--- src/design/frc_pkg.sv ---
// Package for the fragment reassembly checker.
// Holds the header layout, sizes, word types and codes used by every module.
// Depends on nothing.
package frc_pkg;

	localparam int MSG_DEPTH  = 4096;
	localparam int ADDR_LIMIT = 4096;
	localparam int CAP_MAX    = (MSG_DEPTH < ADDR_LIMIT) ? MSG_DEPTH : ADDR_LIMIT;

	localparam int CAP_W   = 13;
	localparam int ADDR_W  = 12;
	localparam int POS_W   = 24;
	localparam int SUM_W   = 32;
	localparam int CNT_W   = 16;
	localparam int DATA_W  = 8;
	localparam int FADDR_W = POS_W + 1;

	localparam logic [POS_W-1:0] HDR_LEN    = POS_W'(24);
	localparam logic [POS_W-1:0] POS_MAX    = '1;
	localparam logic [CNT_W-1:0] CNT_MAX    = '1;

	// First byte of each header field.
	localparam logic [POS_W-1:0] P_SRC_FIRST  = POS_W'(0);
	localparam logic [POS_W-1:0] P_DST_FIRST  = POS_W'(5);
	localparam logic [POS_W-1:0] P_OFF_FIRST  = POS_W'(12);
	localparam logic [POS_W-1:0] P_FLG_FIRST  = POS_W'(15);
	localparam logic [POS_W-1:0] P_LEN_FIRST  = POS_W'(17);
	localparam logic [POS_W-1:0] P_CHK_FIRST  = POS_W'(20);
	// Last byte of each header field.
	localparam logic [POS_W-1:0] P_SRC_LAST   = POS_W'(4);
	localparam logic [POS_W-1:0] P_DST_LAST   = POS_W'(9);
	localparam logic [POS_W-1:0] P_SPORT      = POS_W'(10);
	localparam logic [POS_W-1:0] P_DPORT      = POS_W'(11);
	localparam logic [POS_W-1:0] P_OFF_LAST   = POS_W'(14);
	localparam logic [POS_W-1:0] P_FLG_LAST   = POS_W'(16);
	localparam logic [POS_W-1:0] P_LEN_LAST   = POS_W'(19);
	localparam logic [POS_W-1:0] P_CHK_LAST   = POS_W'(23);

	typedef enum logic {
		OP_BYTE   = 1'b0,
		OP_FINISH = 1'b1
	} op_t;

	typedef enum logic {
		KIND_WRITE  = 1'b0,
		KIND_REPORT = 1'b1
	} kind_t;

	typedef struct packed {
		op_t              op;
		logic [DATA_W-1:0] data;
		logic             start;
	} item_t;

	typedef struct packed {
		logic               in_payload;
		logic               sum_ok;
		logic               in_len;
		logic [FADDR_W-1:0] addr;
	} hdr_info_t;

	typedef struct packed {
		logic              valid;
		kind_t             kind;
		logic              we;
		logic [ADDR_W-1:0] addr;
		logic [DATA_W-1:0] data;
		logic [CNT_W-1:0]  payloads;
		logic [ADDR_W-1:0] length;
	} result_t;

endpackage

--- src/design/frc_item_if.sv ---
// Input channel of the fragment reassembly checker: one packet byte or finish per word.
// Depends on frc_pkg.
interface frc_item_if;
	import frc_pkg::*;

	logic              valid;
	logic              ready;
	logic              operation;
	logic [DATA_W-1:0] data_byte;
	logic              packet_start;

	modport source (output valid, output operation, output data_byte, output packet_start,
		input ready);
	modport sink (input valid, input operation, input data_byte, input packet_start,
		output ready);
endinterface

--- src/design/frc_result_if.sv ---
// Result channel of the fragment reassembly checker: one message write or report per word.
// Depends on frc_pkg.
interface frc_result_if;
	import frc_pkg::*;

	logic              valid;
	logic              ready;
	logic              result_kind;
	logic              write_enable;
	logic [ADDR_W-1:0] message_address;
	logic [DATA_W-1:0] message_byte;
	logic [CNT_W-1:0]  packet_count;
	logic [ADDR_W-1:0] message_length;

	modport source (output valid, output result_kind, output write_enable,
		output message_address, output message_byte, output packet_count,
		output message_length, input ready);
	modport sink (input valid, input result_kind, input write_enable,
		input message_address, input message_byte, input packet_count,
		input message_length, output ready);
endinterface

--- src/design/fragment_reassembly_checker_unit.sv ---
// Top level of the fragment reassembly checker: input register, header tracker,
// payload writer and result register. Depends on frc_pkg, the two channel interfaces,
// frc_header and frc_writer.
//
//   channel   direction  word
//   pkt_in    sink       operation, data_byte, packet_start
//   res_out   source     result_kind, write_enable, message_address, message_byte,
//                        packet_count, message_length
//   cfg       write      cfg_we, cfg_wdata (message capacity)
//
// One word is taken per cycle while the result register is not held; the result of a
// word, if any, reaches the result register at the edge that moves the word out of the
// input register. Header tracking and the write decision run combinationally between
// those two registers. Reset clears all counters and packet state and sets the capacity
// to 4096. A held result keeps the input register from advancing; one more word can be
// accepted only while the input register is empty or advancing.
module fragment_reassembly_checker_unit (
	input  logic                      clk,
	input  logic                      arst_n,
	frc_item_if.sink                  pkt_in,
	frc_result_if.source              res_out,
	input  logic                      cfg_we,
	input  logic [frc_pkg::CAP_W-1:0] cfg_wdata
);
	import frc_pkg::*;

	item_t     item_s1;
	logic      valid_s1;
	logic      adv;
	logic      step_byte, finish;
	hdr_info_t info;
	result_t   res;
	result_t   out_s2;
	logic      out_valid_s2;

	assign adv          = valid_s1 && (!out_valid_s2 || res_out.ready);
	assign pkt_in.ready = !valid_s1 || adv;
	assign step_byte    = adv && (item_s1.op == OP_BYTE);
	assign finish       = adv && (item_s1.op == OP_FINISH);

	always_ff @(posedge clk or negedge arst_n) begin
		if (!arst_n) begin
			valid_s1 <= 1'b0;
		end else if (pkt_in.ready) begin
			valid_s1 <= pkt_in.valid;
		end
	end

	always_ff @(posedge clk) begin
		if (pkt_in.ready && pkt_in.valid) begin
			item_s1.op    <= op_t'(pkt_in.operation);
			item_s1.data  <= pkt_in.data_byte;
			item_s1.start <= pkt_in.packet_start;
		end
	end

	frc_header u_header (
		.clk       (clk),
		.arst_n    (arst_n),
		.step_byte (step_byte),
		.finish    (finish),
		.item      (item_s1),
		.info      (info)
	);

	frc_writer u_writer (
		.clk       (clk),
		.arst_n    (arst_n),
		.cfg_we    (cfg_we),
		.cfg_wdata (cfg_wdata),
		.step_byte (step_byte),
		.finish    (finish),
		.start     (item_s1.start),
		.data      (item_s1.data),
		.info      (info),
		.res       (res)
	);

	always_ff @(posedge clk or negedge arst_n) begin
		if (!arst_n) begin
			out_valid_s2 <= 1'b0;
		end else if (adv && res.valid) begin
			out_valid_s2 <= 1'b1;
		end else if (res_out.ready) begin
			out_valid_s2 <= 1'b0;
		end
	end

	always_ff @(posedge clk) begin
		if (adv && res.valid) begin
			out_s2 <= res;
		end
	end

	assign res_out.valid            = out_valid_s2;
	assign res_out.result_kind      = out_s2.kind;
	assign res_out.write_enable     = out_s2.we;
	assign res_out.message_address  = out_s2.addr;
	assign res_out.message_byte     = out_s2.data;
	assign res_out.packet_count     = out_s2.payloads;
	assign res_out.message_length   = out_s2.length;
endmodule

--- src/design/frc_header.sv ---
// Header tracker: byte position, field assembly, header sum and the stored fields.
// Depends on frc_pkg.
module frc_header (
	input  logic              clk,
	input  logic              arst_n,
	input  logic              step_byte,
	input  logic              finish,
	input  frc_pkg::item_t    item,
	output frc_pkg::hdr_info_t info
);
	import frc_pkg::*;

	logic [POS_W-1:0] pos_q, pos_d, p;
	logic [SUM_W-1:0] fs_q, fs_d, fs_new;
	logic [SUM_W-1:0] sum_q, sum_d;
	logic [POS_W-1:0] off_q, off_d;
	logic [POS_W-1:0] tl_q, tl_d;
	logic [SUM_W-1:0] chk_q, chk_d;

	always_comb begin
		p      = item.start ? '0 : pos_q;
		fs_new = {fs_q[SUM_W-DATA_W-1:0], item.data};
		if (p inside {P_SRC_FIRST, P_DST_FIRST, P_OFF_FIRST, P_FLG_FIRST, P_LEN_FIRST,
				P_CHK_FIRST}) begin
			fs_new = {{(SUM_W-DATA_W){1'b0}}, item.data};
		end
		pos_d = pos_q;
		fs_d  = fs_q;
		sum_d = sum_q;
		off_d = off_q;
		tl_d  = tl_q;
		chk_d = chk_q;
		if (finish) begin
			pos_d = '0;
			fs_d  = '0;
			sum_d = '0;
			off_d = '0;
			tl_d  = '0;
			chk_d = '0;
		end else if (step_byte) begin
			if (item.start) begin
				sum_d = '0;
				off_d = '0;
				tl_d  = '0;
				chk_d = '0;
			end
			if (p < HDR_LEN) begin
				fs_d = fs_new;
				case (p)
					P_SRC_LAST, P_DST_LAST, P_FLG_LAST: begin
						sum_d = sum_d + fs_new;
					end
					P_SPORT, P_DPORT: begin
						sum_d = sum_d + SUM_W'(item.data);
					end
					P_OFF_LAST: begin
						off_d = fs_new[POS_W-1:0];
						sum_d = sum_d + SUM_W'(fs_new[POS_W-1:0]);
					end
					P_LEN_LAST: begin
						tl_d  = fs_new[POS_W-1:0];
						sum_d = sum_d + SUM_W'(fs_new[POS_W-1:0]);
					end
					P_CHK_LAST: begin
						chk_d = fs_new;
					end
					default: begin
					end
				endcase
			end
			pos_d = (p == POS_MAX) ? p : p + POS_W'(1);
		end
	end

	always_ff @(posedge clk or negedge arst_n) begin
		if (!arst_n) begin
			pos_q <= '0;
			fs_q  <= '0;
			sum_q <= '0;
			off_q <= '0;
			tl_q  <= '0;
			chk_q <= '0;
		end else begin
			pos_q <= pos_d;
			fs_q  <= fs_d;
			sum_q <= sum_d;
			off_q <= off_d;
			tl_q  <= tl_d;
			chk_q <= chk_d;
		end
	end

	assign info.in_payload = !item.start && (pos_q >= HDR_LEN);
	assign info.sum_ok     = (chk_q == sum_q);
	assign info.in_len     = (pos_q < tl_q);
	assign info.addr       = FADDR_W'(off_q) + FADDR_W'(pos_q) - FADDR_W'(HDR_LEN);
endmodule

--- src/design/frc_writer.sv ---
// Payload writer: capacity register, write decision, byte and packet counters.
// Depends on frc_pkg; takes the header status from frc_header.
module frc_writer (
	input  logic                     clk,
	input  logic                     arst_n,
	input  logic                     cfg_we,
	input  logic [frc_pkg::CAP_W-1:0] cfg_wdata,
	input  logic                     step_byte,
	input  logic                     finish,
	input  logic                     start,
	input  logic [frc_pkg::DATA_W-1:0] data,
	input  frc_pkg::hdr_info_t       info,
	output frc_pkg::result_t         res
);
	import frc_pkg::*;

	logic [ADDR_W-1:0] limit_q;
	logic [ADDR_W-1:0] written_q, written_d;
	logic [CNT_W-1:0]  count_q, count_d;
	logic              wrote_q, wrote_d;
	logic              stopped_q, stopped_d;
	logic              try_write, blocked;

	always_ff @(posedge clk or negedge arst_n) begin
		if (!arst_n) begin
			limit_q <= ADDR_W'(CAP_MAX - 1);
		end else if (cfg_we) begin
			if (cfg_wdata == '0) begin
				limit_q <= '0;
			end else if (cfg_wdata > CAP_W'(CAP_MAX)) begin
				limit_q <= ADDR_W'(CAP_MAX - 1);
			end else begin
				limit_q <= ADDR_W'(cfg_wdata - CAP_W'(1));
			end
		end
	end

	assign try_write = step_byte && info.in_payload && info.sum_ok && info.in_len && !stopped_q;
	assign blocked   = (written_q >= limit_q) || (info.addr >= FADDR_W'(limit_q));

	always_comb begin
		written_d = written_q;
		count_d   = count_q;
		wrote_d   = wrote_q;
		stopped_d = stopped_q;
		res       = '0;
		res.kind  = KIND_WRITE;
		if (finish) begin
			res.valid    = 1'b1;
			res.kind     = KIND_REPORT;
			res.we       = (count_q != '0);
			res.addr     = written_q;
			res.payloads = count_q;
			res.length   = written_q;
			written_d    = '0;
			count_d      = '0;
			wrote_d      = 1'b0;
			stopped_d    = 1'b0;
		end else if (step_byte && start) begin
			wrote_d   = 1'b0;
			stopped_d = 1'b0;
		end else if (try_write) begin
			if (blocked) begin
				stopped_d = 1'b1;
			end else begin
				written_d = written_q + ADDR_W'(1);
				if (!wrote_q) begin
					wrote_d = 1'b1;
					if (count_q != CNT_MAX) begin
						count_d = count_q + CNT_W'(1);
					end
				end
				res.valid    = 1'b1;
				res.we       = 1'b1;
				res.addr     = info.addr[ADDR_W-1:0];
				res.data     = data;
				res.payloads = count_d;
				res.length   = written_d;
			end
		end
	end

	always_ff @(posedge clk or negedge arst_n) begin
		if (!arst_n) begin
			written_q <= '0;
			count_q   <= '0;
			wrote_q   <= 1'b0;
			stopped_q <= 1'b0;
		end else begin
			written_q <= written_d;
			count_q   <= count_d;
			wrote_q   <= wrote_d;
			stopped_q <= stopped_d;
		end
	end
endmodule

--- src/flat_wrapper.sv ---
// flat-port wrapper written by rule: the top's interface ports become plain ports
module fragment_reassembly_checker_unit_flat import frc_pkg::*;
  (clk, arst_n, cfg_we, cfg_wdata, pkt_in_valid, pkt_in_operation, pkt_in_data_byte, pkt_in_packet_start, pkt_in_ready, res_out_valid, res_out_result_kind, res_out_write_enable, res_out_message_address, res_out_message_byte, res_out_packet_count, res_out_message_length, res_out_ready);
  frc_item_if pkt_in_i ();
  frc_result_if res_out_i ();
  input  logic clk;
  input  logic arst_n;
  input  logic cfg_we;
  input  logic [frc_pkg::CAP_W-1:0] cfg_wdata;
  input wire logic [$bits(pkt_in_i.valid)-1:0] pkt_in_valid;
  input wire logic [$bits(pkt_in_i.operation)-1:0] pkt_in_operation;
  input wire logic [$bits(pkt_in_i.data_byte)-1:0] pkt_in_data_byte;
  input wire logic [$bits(pkt_in_i.packet_start)-1:0] pkt_in_packet_start;
  output wire logic [$bits(pkt_in_i.ready)-1:0] pkt_in_ready;
  output wire logic [$bits(res_out_i.valid)-1:0] res_out_valid;
  output wire logic [$bits(res_out_i.result_kind)-1:0] res_out_result_kind;
  output wire logic [$bits(res_out_i.write_enable)-1:0] res_out_write_enable;
  output wire logic [$bits(res_out_i.message_address)-1:0] res_out_message_address;
  output wire logic [$bits(res_out_i.message_byte)-1:0] res_out_message_byte;
  output wire logic [$bits(res_out_i.packet_count)-1:0] res_out_packet_count;
  output wire logic [$bits(res_out_i.message_length)-1:0] res_out_message_length;
  input wire logic [$bits(res_out_i.ready)-1:0] res_out_ready;
  assign pkt_in_i.valid = pkt_in_valid;
  assign pkt_in_i.operation = pkt_in_operation;
  assign pkt_in_i.data_byte = pkt_in_data_byte;
  assign pkt_in_i.packet_start = pkt_in_packet_start;
  assign pkt_in_ready = pkt_in_i.ready;
  assign res_out_valid = res_out_i.valid;
  assign res_out_result_kind = res_out_i.result_kind;
  assign res_out_write_enable = res_out_i.write_enable;
  assign res_out_message_address = res_out_i.message_address;
  assign res_out_message_byte = res_out_i.message_byte;
  assign res_out_packet_count = res_out_i.packet_count;
  assign res_out_message_length = res_out_i.message_length;
  assign res_out_i.ready = res_out_ready;
  fragment_reassembly_checker_unit u_core (.clk(clk), .arst_n(arst_n), .pkt_in(pkt_in_i), .res_out(res_out_i), .cfg_we(cfg_we), .cfg_wdata(cfg_wdata));
endmodule
--- config.mk ---
export PLATFORM = sky130hd
export DESIGN_NAME = fragment_reassembly_checker_unit_flat
export DESIGN_NICKNAME = d
export VERILOG_FILES = /design/src/design/frc_pkg.sv /design/src/design/frc_item_if.sv /design/src/design/frc_result_if.sv /design/src/design/fragment_reassembly_checker_unit.sv /design/src/design/frc_header.sv /design/src/design/frc_writer.sv /design/src/flat_wrapper.sv
export SDC_FILE = /design/constraint.sdc
export NUM_CORES = 1
export LEC_CHECK = 0
export BUFFER_PORTS_ARGS = -buffer_cell sky130_fd_sc_hd__buf_4
export CAP_MARGIN = 15
export CORE_MARGIN = 3
export CORE_UTILIZATION = 42
export DETAILED_ROUTE_END_ITERATION = 8
export GPL_TIMING_DRIVEN = 0
export PLACE_DENSITY_LB_ADDON = 0.05
export SYNTH_ARGS = -nofsm -noshare
export SYNTH_HDL_FRONTEND = slang
export SYNTH_SLANG_ARGS = --single-unit
--- constraint.sdc ---
create_clock -name clk -period 11.68 [get_ports clk]
set_input_delay 2.336 -clock clk [delete_from_list [all_inputs] [get_ports clk]]
set_output_delay 2.336 -clock clk [all_outputs]
set_load 0.02 [all_outputs]
==> results.json, run 1 <==
{
  "outcome": "finished, final reports clean",
  "clock_tree_buffer_depth": 3,
  "vias": 15081,
  "reg2reg_slack_ns": 4.96,
  "final_core_utilization": 0.491,
  "netlist_instances": 1916,
  "max_slew_margin": 0.376,
  "worst_clock_skew_ns": 0.0281,
  "r2r-start": "u_core.u_header.pos_q[3]",
  "cts_resized": 0,
  "post_dp_hpwl_mm": 40.1,
  "cts_post_setup_buffers_inserted": 0,
  "worstSetupEndpointType": "flop",
  "mappedNetlistNets": 2076,
  "flow.area_growth_from_synthesis_pct": 14.3,
  "report.final.setup_viol": 0,
  "power.share.combinational": 0.104,
  "clockRootBuffer": "sky130_fd_sc_hd__clkbuf_16",
  "wire_per_inst_um": 20.7,
  "timing.setup.tns_ns": 0,
  "whs_endpoint": "u_core.u_header.tl_q[15]",
  "first_global_vias": 14441,
  "worst_ep_arrival_time_ns": 6.99,
  "unrepaired_setup_endpoints_after_global_routing": "false",
  "dr.first_iter.drc_count": 1246,
  "fin_crit_sh": 0.575,
  "synth_area_sq_um": 17200,
  "die_h_um": 208,
  "synth.lib_cells_used.distinct": 80,
  "critical_register_to_register_path_endpoint": "u_core.res_out.message_address[8]",
  "postPlaceCellArea_sq_um": 18500,
  "vdd_ir_drop_max_v": 0.000105,
  "finish.instance_area_sq_um": 19700,
  "synth_sequential_area_ratio": 0.402,
  "cell_internal_pwr_uw": 1700,
  "gpl.final_weighted_congestion": 0.882,
  "critical_path.max_fanout": 42,
  "reg2reg_depth": 23,
  "power.static_leakage_uw": 0.00860,
  "die_width_um": 208,
  "cts_buffers": 31,
  "worst-slew-pin-transition_ns": 0.931,
  "hold_wc_startpoint": "u_core.u_header.tl_q[15]",
  "remaining_drc_errors": 0,
  "power_density_nw_per_um2": 118,
  "power.net_switching_uw": 618,
  "critPathRequiredTime_ns": 11.95,
  "cts-hold-fix-buffers": 0,
  "pre_cts_slack_ns": 5.08,
  "final_ant_viol_nets": 0,
  "synth_enable_flop_cells": 60,
  "path_class": "flop to flop",
  "finalCriticalPeriod_ns": 6.72,
  "htreeDepth": 1,
  "top_level_ports": 80,
  "share_seq_of_total_power": 0.434,
  "place.port_buffers": 79,
  "synth-async-reset-ratio": 0.773,
  "setup_slack_ns": 4.96,
  "holdPathStages": 1,
  "vias_per_cell": 5.84,
  "clk_pin_slew_worst_paths_ns": 0.06,
  "power.switching_fraction": 0.266,
  "min_path_type": "flop to flop",
  "postRouteWirelength_mm": 53.3,
  "grt_first_pass_wirelength_mm": 83.9,
  "maxCapViolCount": 0,
  "postSynthRegisterBits": 264,
  "drtPass1Iterations": 5,
  "clock.fmax_mhz": 149,
  "final_layout_size_suffix_gt1_frac": 0.0870,
  "largest_net_degree_at_the_start_of_global_routing": 108,
  "grt_util_all_layers": 0.240,
  "grt_antenna_before_repair": 0,
  "synth-warning-count": 0,
  "nets": 2192,
  "globalRoute.totalOverflow": 0,
  "antenna_cells_inserted": 0,
  "number_of_cell_rows": 73,
  "start_kind": "flop",
  "p_clk_frac": 0.462,
  "core_sq_um": 40100,
  "timing_max_transition_violations_final": 0,
  "hold_ws_ns": 0.493,
  "report.final.hold_viol_count": 0,
  "clk-insertion-delay-late_ns": 0.59,
  "yosys_most_used_dff": "sky130_fd_sc_hd__dfrtp_1",
  "post_synthesis_area_per_instance_sq_um": 8.98,
  "cts.sink_count": 264,
  "start_util": 0.429,
  "tritoncts": "yes",
  "die-area_sq_um": 43400
}
-- Yosys cell counts, types with 43 or more instances --
master                       n  area (sq um)
sky130_fd_sc_hd__o21ai_0   158           791
sky130_fd_sc_hd__ha_1      130          1630
sky130_fd_sc_hd__dfrtp_1   192          4800
sky130_fd_sc_hd__nor2_1    106           398
sky130_fd_sc_hd__a21oi_1    97           485
sky130_fd_sc_hd__xnor2_1    49           429
sky130_fd_sc_hd__a32oi_1    45           394
sky130_fd_sc_hd__edfxtp_1   60          1800
sky130_fd_sc_hd__inv_1     155           582
sky130_fd_sc_hd__clkbuf_1   94           353
sky130_fd_sc_hd__nand3_1    58           290
sky130_fd_sc_hd__nand2_1   189           709
sky130_fd_sc_hd__o22ai_1    43           269
-- logic make-up (layout without fill, tap and decap cells) --
group                    after synthesis  in the layout  share of synthesized area
multiplexers                           8              8                    0.00487
XOR/XNOR                              89             89                     0.0453
flip-flops                           264            264                      0.402
AO/OA/AOI/OAI                        570            570                      0.221
AND/OR/NAND/NOR                      595            595                      0.172
adder cells (fa/ha/maj)              132            132                     0.0968
buffers and inverters                258            399                     0.0578
-- flip-flops by register name, indices dropped and copies added (netlist names) --
| register | count |
|---|---|
| u_core.u_writer.wrote_q | 1 |
| u_core.valid_s1 | 1 |
| u_core.u_header.sum_q | 32 |
| u_core.u_header.tl_q | 24 |
| u_core.u_header.fs_q | 24 |
| u_core.res_out.result_kind | 1 |
| u_core.u_header.off_q | 24 |
| u_core.res_out.message_address | 12 |
| u_core.u_header.chk_q | 32 |
| u_core.item_s1 | 10 |
| u_core.u_writer.stopped_q | 1 |
| u_core.u_writer.limit_q | 12 |
| u_core.res_out.message_length | 12 |
| u_core.res_out.message_byte | 8 |
| u_core.u_writer.written_q | 12 |
| u_core.res_out.packet_count | 16 |
| u_core.res_out.write_enable | 1 |
| u_core.u_header.pos_q | 24 |
| u_core.res_out.valid | 1 |
| u_core.u_writer.count_q | 16 |
-- final cells by class --
cell class / count / area, sq um
multi-input combinational: 1394 / 9300
fill: 3868 / 20400
tap: 525 / 657
timing repair buffer: 83 / 683
sequential: 264 / 6920
buffer: 103 / 413
clock buffer: 41 / 883
inverter: 155 / 582
clock inverter: 17 / 243
-- power by group through the flow --
stage | Combinational (uW) | Sequential, uW | Clock [uW]
after global routing | 264 | 1010 | 1130
final | 242 | 1010 | 1070
after floorplan | 123 | 1020 | 0
after global placement | 236 | 1020 | 0
after detailed placement | 241 | 1020 | 0
after CTS | 242 | 1010 | 1090
-- placed cells by master, fill, tap and decap left out, drive strengths merged, types with 34 or more instances in the layout --
| master | n |
|---|---|
| nand2 | 189 |
| clkbuf | 136 |
| o21ai | 162 |
| edfxtp | 60 |
| buf | 91 |
| xor2 | 40 |
| nor3 | 38 |
| nor2b | 40 |
| nand3 | 59 |
| dfrtp | 192 |
| nor2 | 106 |
| inv | 156 |
| a22o | 38 |
| nand4 | 34 |
| o22ai | 43 |
| a32oi | 45 |
| ha | 130 |
| a21oi | 99 |
| xnor2 | 49 |
-- how the worst max path moves through the flow --
stage,start,to,slack [ns],cells past startpoint
final,u_core.u_header.pos_q[3],u_core.res_out.message_address[8],4.96,23
after global routing,u_core.u_header.pos_q[3],u_core.res_out.message_address[9],4.60,23
after CTS,u_core.u_header.pos_q[3],u_core.res_out.message_address[10],5.03,23
after detailed placement,u_core.u_header.pos_q[3],u_core.res_out.message_address[11],5.08,23
after global placement,u_core.u_header.pos_q[3],u_core.res_out.message_address[11],4.12,22
after floorplan,u_core.u_header.pos_q[3],u_core.res_out.message_address[0],5.61,22
-- stage by stage --
step	power, uW	instances
after floorplan	1140	1916
after global placement	1260	2520
after detailed placement	1260	2523
after CTS	2340	2581
after global routing	2400	2582
final	2320	2582
-- per-layer routing --
metal  vias to the layer above  share of wire  track usage
met4                         0          0.039       0.0884
met2                       400           0.46        0.382
met5                         -              0            0
met1                      7369           0.46        0.335
li1                       7213              -            -
met3                        99          0.049       0.0303
-- critical path, stage by stage, from the launching register on --
cell and delay, ns:
sky130_fd_sc_hd__dfrtp_1 0.45, sky130_fd_sc_hd__clkbuf_1 0.37, sky130_fd_sc_hd__inv_1 0.21, sky130_fd_sc_hd__ha_1 0.33, sky130_fd_sc_hd__inv_1 0.04, sky130_fd_sc_hd__ha_1 0.33, sky130_fd_sc_hd__nand2b_1 0.09, sky130_fd_sc_hd__a211oi_1 0.50
sky130_fd_sc_hd__nor2_1 0.15, sky130_fd_sc_hd__o21ai_0 0.23, sky130_fd_sc_hd__xor2_1 0.28, sky130_fd_sc_hd__ha_1 0.30, sky130_fd_sc_hd__nand4_1 0.12, sky130_fd_sc_hd__nor3_1 0.10, sky130_fd_sc_hd__a21oi_1 0.11, sky130_fd_sc_hd__or4b_1 0.48
sky130_fd_sc_hd__a2111o_1 0.42, sky130_fd_sc_hd__nor4_2 0.21, sky130_fd_sc_hd__and4bb_4 0.37, sky130_fd_sc_hd__and3_1 0.24, sky130_fd_sc_hd__nor2_1 0.14, sky130_fd_sc_hd__clkbuf_1 0.32, sky130_fd_sc_hd__inv_2 0.30, sky130_fd_sc_hd__buf_12 0.26
Note: power is estimated with default switching activity, not from simulation.
==> run 2, diff against run 1 <==
ABC_AREA = 1   (was default)
clock period = 6.5 ns   (was 11.68 ns; I/O delays follow)
==> run 2 against run 1 <==
Net effect:
- fmax rose by 27%
- clock-buffer cell count rose by 4
- clock power rose by 68%
- die area rose by 10%
- worst hold slack got worse by 0.014 ns
- largest cell class unchanged
==> results.json, run 2 <==
{
  "highest_metal_layer_with_signal_wires": "met4",
  "maxCapViolCount": 0,
  "hold_ws_ns": 0.479,
  "cts_buffers": 31,
  "synth_area_sq_um": 19000,
  "layout_commonest_cell": "sky130_fd_sc_hd__nand2_1",
  "area_of_the_multi_input_gates_sq_um": 10100,
  "worst_clock_skew_ns": 0.0140,
  "place.port_buffers": 79,
  "first_global_vias": 17456,
  "globalRoute.totalOverflow": 0,
  "gpl.final_weighted_congestion": 0.929,
  "grt_first_pass_wirelength_mm": 102,
  "synth_area_leader_cell": "sky130_fd_sc_hd__dfrtp_1",
  "final_core_utilization": 0.483,
  "htreeDepth": 1,
  "die_width_um": 219,
  "synth-warning-count": 0,
  "netlist_instances": 2679,
  "post_synthesis_area_per_instance_sq_um": 7.10,
  "cts_resized": 0,
  "drtPass1Iterations": 6,
  "fin_crit_sh": 0.815,
  "synth.top_cells.by_area": "sky130_fd_sc_hd__dfrtp_1 25%, sky130_fd_sc_hd__nand2_1 11%, sky130_fd_sc_hd__edfxtp_1 9.5%",
  "power.static_leakage_uw": 0.0102,
  "cts.sink_count": 264,
  "start_util": 0.428,
  "start_kind": "flop",
  "timing_max_transition_violations_final": 0,
  "power_density_nw_per_um2": 192,
  "path_class": "flop to flop",
  "dr.first_iter.drc_count": 1970,
  "postRouteWirelength_mm": 66.1,
  "synth-async-reset-ratio": 0.773,
  "remaining_drc_errors": 0,
  "wl_met2_mm": 29.4,
  "min_path_type": "flop to flop",
  "final_ant_viol_nets": 0,
  "cts-hold-fix-buffers": 0,
  "tritoncts": "yes",
  "vias_per_cell": 5.42,
  "clock.fmax_mhz": 189,
  "register_area_sq_um": 6920,
  "vdd_ir_drop_max_v": 0.000189,
  "finalCriticalPeriod_ns": 5.30,
  "worst_ep_arrival_time_ns": 5.78,
  "count_of_fill_cells_added_during_filler_insertion": 4609,
  "grt_util_all_layers": 0.272,
  "met3_length_mm": 4.12,
  "layoutNonFillerInstCount": 3409,
  "yosysTopAreaCellShare": 0.252,
  "core_sq_um": 44500,
  "vias": 18483,
  "die-area_sq_um": 47900,
  "clock_tree_buffer_depth": 3,
  "post-place-cells": 3353,
  "wire_per_inst_um": 19.4,
  "nets": 2954,
  "synth_enable_flop_cells": 60,
  "mappedNetlistNets": 2839,
  "yosys_most_used_dff": "sky130_fd_sc_hd__dfrtp_1",
  "clk_pin_slew_worst_paths_ns": 0.06,
  "synth.lib_cells_used.distinct": 54,
  "number_of_cell_rows": 77,
  "report.final.setup_viol": 0,
  "die_h_um": 219,
  "antenna_cells_inserted": 0,
  "clk-insertion-delay-late_ns": 0.60,
  "commonest_cells_in_the_netlist": "573 x sky130_fd_sc_hd__nand2_1, 437 x sky130_fd_sc_hd__inv_1, 267 x sky130_fd_sc_hd__nor2_1",
  "flow.area_growth_from_synthesis_pct": 12.9,
  "critPathRequiredTime_ns": 6.99,
  "outcome": "finished, final reports clean",
  "synthMostInstantiatedCell": "sky130_fd_sc_hd__nand2_1",
  "clockRootBuffer": "sky130_fd_sc_hd__clkbuf_16",
  "top_level_ports": 80,
  "post_dp_hpwl_mm": 52.0,
  "postSynthRegisterBits": 264,
  "grt_antenna_before_repair": 0,
  "synth_sequential_area_ratio": 0.364,
  "worst-slew-pin-transition_ns": 0.966,
  "cts_post_setup_buffers_inserted": 0,
  "biggestRegsByFlops": "u_core.u_header.chk_q: 32 flops, u_core.u_header.sum_q: 32 flops",
  "max_slew_margin": 0.353,
  "largest_net_degree_at_the_start_of_global_routing": 98,
  "timing.setup.tns_ns": 0,
  "unrepaired_setup_endpoints_after_global_routing": "false",
  "worstSetupEndpointType": "flop",
  "met1_length_mm": 30.5,
  "report.final.hold_viol_count": 0,
  "final_cell_mix": "573 x sky130_fd_sc_hd__nand2_1, 437 x sky130_fd_sc_hd__inv_1, 267 x sky130_fd_sc_hd__nor2_1",
  "final_layout_size_suffix_gt1_frac": 0.0674,
  "critical_path.max_fanout": 10
}
run 2: routing by layer:
| layer | GRT usage | up-vias |
|---|---|---|
| met5 | 0 | - |
| met4 | 0.0765 | 0 |
| met3 | 0.0323 | 102 |
| met2 | 0.434 | 672 |
| met1 | 0.391 | 8685 |
| li1 | - | 9024 |
run 2: logic make-up after synthesis:
family | share of synthesized area
XOR/XNOR | 0.0331
adder cells (fa/ha/maj) | 0.0876
buffers and inverters | 0.108
AO/OA/AOI/OAI | 0.163
AND/OR/NAND/NOR | 0.245
flip-flops | 0.364
run 2: cell type report:
| class | instances | area share |
|---|---|---|
| Buffer | 92 | 0.0175 |
| Clock buffer | 45 | 0.0428 |
| Clock inverter | 11 | 0.00576 |
| Inverter | 445 | 0.0777 |
| Multi-Input combinational cell | 1878 | 0.468 |
| Sequential cell | 264 | 0.322 |
| Tap cell | 592 | 0.0345 |
| Timing Repair Buffer | 82 | 0.0314 |
run 2: worst paths after layout:
check | slack [ns] | from | cells after the start | to
setup / recovery | 1.20 | u_core.item_s1[0] | 24 | u_core.u_header.sum_q[27]
hold / removal | 0.48 | u_core.u_header.sum_q[27] | 2 | u_core.u_header.sum_q[27]
setup reg to reg | 1.20 | u_core.item_s1[0] | 24 | u_core.u_header.sum_q[27]
hold reg to reg | 0.48 | u_core.u_header.sum_q[27] | 2 | u_core.u_header.sum_q[27]
max in group asynchronous | 5.03 | arst_n | 2 | u_core.u_header.fs_q[7]
min in group asynchronous | 0.61 | arst_n | 1 | u_core.u_header.off_q[17]
run 2: metrics by stage:
step	area (sq um)	worst slack [ns]	power, uW
final	21500	1.20	4130
after floorplan	19000	2.40	2110
after detailed placement	20400	1.39	2350
after CTS	21500	1.37	4150
after global routing	21500	0.856	4280
after global placement	20400	1.18	2340
run 2: report_power, final:
group / switching (uW) / total [uW] / internal, uW
Clock: 745 / 1800 / 1060
Combinational: 388 / 528 / 140
Sequential: 44.8 / 1800 / 1760
Total: 1180 / 4130 / 2950
run 2: critical path, stage by stage (launching register included):
cell and delay, ns:
sky130_fd_sc_hd__edfxtp_1 0.48, sky130_fd_sc_hd__inv_2 0.21, sky130_fd_sc_hd__buf_2 0.29, sky130_fd_sc_hd__nand2_1 0.18, sky130_fd_sc_hd__nand4_1 0.28, sky130_fd_sc_hd__inv_1 0.16
sky130_fd_sc_hd__o211ai_1 0.12, sky130_fd_sc_hd__nand2_1 0.27, sky130_fd_sc_hd__buf_2 0.31, sky130_fd_sc_hd__nor2_1 0.46, sky130_fd_sc_hd__inv_1 0.21, sky130_fd_sc_hd__nor2_1 0.24
sky130_fd_sc_hd__ha_1 0.24, sky130_fd_sc_hd__nand2_1 0.10, sky130_fd_sc_hd__nor2_1 0.16, sky130_fd_sc_hd__nor3b_1 0.21, sky130_fd_sc_hd__nand2_1 0.07, sky130_fd_sc_hd__nand2_1 0.15
sky130_fd_sc_hd__nand2_1 0.10, sky130_fd_sc_hd__o21ai_0 0.40, sky130_fd_sc_hd__a21oi_1 0.20, sky130_fd_sc_hd__a21oi_1 0.15, sky130_fd_sc_hd__o21ai_1 0.08, sky130_fd_sc_hd__nand2_1 0.06
sky130_fd_sc_hd__nand2_1 0.04
==> run 3, diff against run 2 <==
ABC_AREA = 0   (was 1)
clock period = 5.17 ns   (was 6.5 ns; I/O delays follow)
==> run 3 against run 2 <==
Net effect:
- the flow now finishes with violations (setup timing)
- clock skew up 0.0018 ns
- register-to-register slack got worse by 1.3 ns
- first-iteration DRC count down 35%
- clock-buffer cell count is 13 lower
- routed wire length down 18%
- flip-flop and latch count unchanged
- sequential share of layout area up 1.2 points
- sequential power is 26% higher
- die area fell by 9.3%
- non-clock buffer count is 46 higher
- largest cell class unchanged
==> results.json, run 3 (synthesis gave the netlist of run 1 again) <==
{
  "timing.critical_path.slowest_cell_delay_ns": 0.48,
  "flow.area_growth_from_synthesis_pct": 20.5,
  "power.static_leakage_uw": 0.00903,
  "cell_internal_pwr_uw": 3990,
  "reg2reg_depth": 22,
  "reg2reg_slack_ns": -0.06,
  "postPlaceCellArea_sq_um": 18600,
  "grt_antenna_before_repair": 0,
  "postRouteWirelength_mm": 54.4,
  "unrepaired_setup_endpoints_after_global_routing": "true",
  "fin_crit_sh": 1.01,
  "nets": 2231,
  "globalRoute.totalOverflow": 0,
  "wire_per_inst_um": 20.8,
  "path_class": "flop to flop",
  "grt_first_pass_wirelength_mm": 84.4,
  "report.final.setup_viol": 39,
  "vias": 15314,
  "remaining_drc_errors": 0,
  "largest_net_degree_at_the_start_of_global_routing": 104,
  "first_global_vias": 14616,
  "r2r-start": "u_core.u_header.pos_q[1]",
  "number_of_cell_rows": 73,
  "dr.first_iter.drc_count": 1281,
  "clk_pin_slew_worst_paths_ns": 0.06,
  "total_power_uw": 5440,
  "worstSetupEndpointType": "flop",
  "start_kind": "flop",
  "power.share.combinational": 0.108,
  "layout_commonest_cell": "sky130_fd_sc_hd__nand2_1",
  "clk-insertion-delay-late_ns": 0.59,
  "place.port_buffers": 79,
  "setup_slack_ns": -0.0613,
  "gpl.final_weighted_congestion": 0.869,
  "clock.fmax_mhz": 191,
  "worst_ep_arrival_time_ns": 5.66,
  "worst_clock_skew_ns": 0.0158,
  "vdd_ir_drop_max_v": 0.000256,
  "clock_tree_buffer_depth": 3,
  "critical_register_to_register_path_endpoint": "u_core.res_out.packet_count[14]",
  "finalCriticalPeriod_ns": 5.23,
  "max_slew_margin": 0.377,
  "tritoncts": "yes",
  "antenna_cells_inserted": 0,
  "cts_buffers": 31,
  "vias_per_cell": 5.84,
  "core_sq_um": 40100,
  "die_h_um": 208,
  "final_cell_mix": "188 x sky130_fd_sc_hd__nand2_1, 184 x sky130_fd_sc_hd__dfrtp_1, 152 x sky130_fd_sc_hd__inv_1",
  "share_seq_of_total_power": 0.417,
  "grt_util_all_layers": 0.241,
  "biggestRegsByFlops": "u_core.u_header.chk_q: 32 flops, u_core.u_header.sum_q: 32 flops",
  "die-area_sq_um": 43400,
  "clockRootBuffer": "sky130_fd_sc_hd__clkbuf_16",
  "drtPass1Iterations": 5,
  "worst-slew-pin-transition_ns": 0.929,
  "finish.instance_area_sq_um": 20700,
  "report.final.hold_viol_count": 0,
  "timing.critical_path.cells": "ha_4, ha_4, inv_2, fa_2, nand2b_4, a211oi_4, nor2_1, o31ai_1, xor2_1, ha_2, nand4_1, nor3_4, a21oi_1, or4b_4, a2111o_1, nor4_2, and4bb_4, and3_4, buf_4, buf_8, a41oi_2, a21oi_2",
  "power_density_nw_per_um2": 263,
  "failed_checks": "setup timing",
  "power.net_switching_uw": 1450,
  "timing_max_transition_violations_final": 0,
  "count_of_fill_cells_added_during_filler_insertion": 3778,
  "critPathRequiredTime_ns": 5.60,
  "top_level_ports": 80,
  "min_path_type": "input port to asynchronous set/reset pin",
  "die_width_um": 208,
  "maxCapViolCount": 0,
  "post_dp_hpwl_mm": 40.1,
  "timing.critical_path.to": "u_core.res_out.packet_count[14]",
  "startpoint": "u_core.u_header.pos_q[1]",
  "final_ant_viol_nets": 0,
  "hold_ws_ns": 0.276,
  "power.switching_fraction": 0.267,
  "p_clk_frac": 0.475,
  "crit_top_cell": "sky130_fd_sc_hd__ha_4",
  "outcome": "finished, violations left",
  "htreeDepth": 1,
  "final_layout_size_suffix_gt1_frac": 0.156,
  "critical_path.max_fanout": 7,
  "cp_slowest_cell": "sky130_fd_sc_hd__or4b_4",
  "cts-hold-fix-buffers": 0,
  "start_util": 0.429,
  "cts.sink_count": 264
}
run 3: cell types whose count changed in the layout (fill, tap and decap cells not counted), sizes merged, moves of 23 or more:
cell | before | now
a22o | 0 | 38
nand2 | 582 | 189
a21o | 3 | 31
nor2b | 0 | 40
nand3 | 122 | 59
o22ai | 90 | 43
a32o | 0 | 23
a32oi | 0 | 45
o21ai | 280 | 162
nor2 | 272 | 106
a21oi | 153 | 99
inv | 445 | 157
xnor2 | 26 | 49
run 3: worst min-delay path by stage:
stage | slack [ns] | end | depth (start not counted) | startpoint
2_1_floorplan | 0.47 | u_core.u_header.tl_q[13] | 1 | u_core.u_header.tl_q[13]
3_3_place_gp | 0.48 | u_core.u_header.tl_q[13] | 1 | u_core.u_header.tl_q[13]
3_5_place_dp | 0.48 | u_core.u_header.tl_q[13] | 1 | u_core.u_header.tl_q[13]
4_1_cts | 0.26 | u_core.u_header.off_q[18] | 1 | arst_n
5_1_grt | 0.28 | u_core.u_header.off_q[16] | 1 | arst_n
6_report | 0.28 | u_core.u_header.off_q[16] | 1 | arst_n
run 3: power groups by stage:
stage | clock, uW | sequential (uW) | combinational [uW]
finish | 2590 | 2270 | 587
global route | 2720 | 2270 | 640
floorplan | 0 | 2300 | 281
global placement | 0 | 2310 | 535
detailed placement | 0 | 2310 | 545
CTS | 2640 | 2270 | 569
run 3: per-stage QoR:
stage,setup WS [ns],util,TNS [ns],cells
after floorplan,-0.0348,-,-1.74,1916
after global placement,-1.12,0.462,-93.79,2520
after detailed placement,-1.14,0.464,-92.28,2523
after CTS,-0.0645,0.501,-1.86,2599
after global routing,-0.271,0.517,-19.72,2621
final,-0.0613,0.517,-1.77,2621
run 3: area by class of cell:
type | count | area [sq um] | share of cell area
clock buffer | 32 | 790 | 0.0381
timing repair inverter | 5 | 37.5 | 0.00181
inverter | 155 | 588 | 0.0284
clock inverter | 26 | 417 | 0.0201
multi-input combinational | 1394 | 9750 | 0.470
sequential | 264 | 6930 | 0.334
timing repair buffer | 119 | 1050 | 0.0506
buffer | 101 | 515 | 0.0249
tap | 525 | 657 | 0.0317
run 3: routing by layer:
| metal | up-vias | GRT usage | share of wire |
|---|---|---|---|
| met5 | - | 0 | 0 |
| met4 | 0 | 0.0763 | 0.031 |
| met3 | 102 | 0.0276 | 0.049 |
| met2 | 460 | 0.391 | 0.47 |
| met1 | 7441 | 0.339 | 0.45 |
| li1 | 7311 | - | - |
run 3: critical path, delay by kind of cell (launching register included):
family / cells / cell delay, ns
AO/OA/AOI/OAI: 6 / 1.29
XOR/XNOR: 1 / 0.26
adder cells (fa/ha/maj): 4 / 1.08
buffers and inverters: 3 / 0.29
flip-flops: 1 / 0.43
AND/OR/NAND/NOR: 8 / 1.72
run 3: timing repair:
| action | CTS | global route |
|---|---|---|
| resized for setup | 43 | 145 |
| gates cloned | 5 | 5 |
| buffers inserted | 15 | 18 |
| endpoints found under the setup margin | 141 | 137 |
| pin swaps | 8 | 46 |
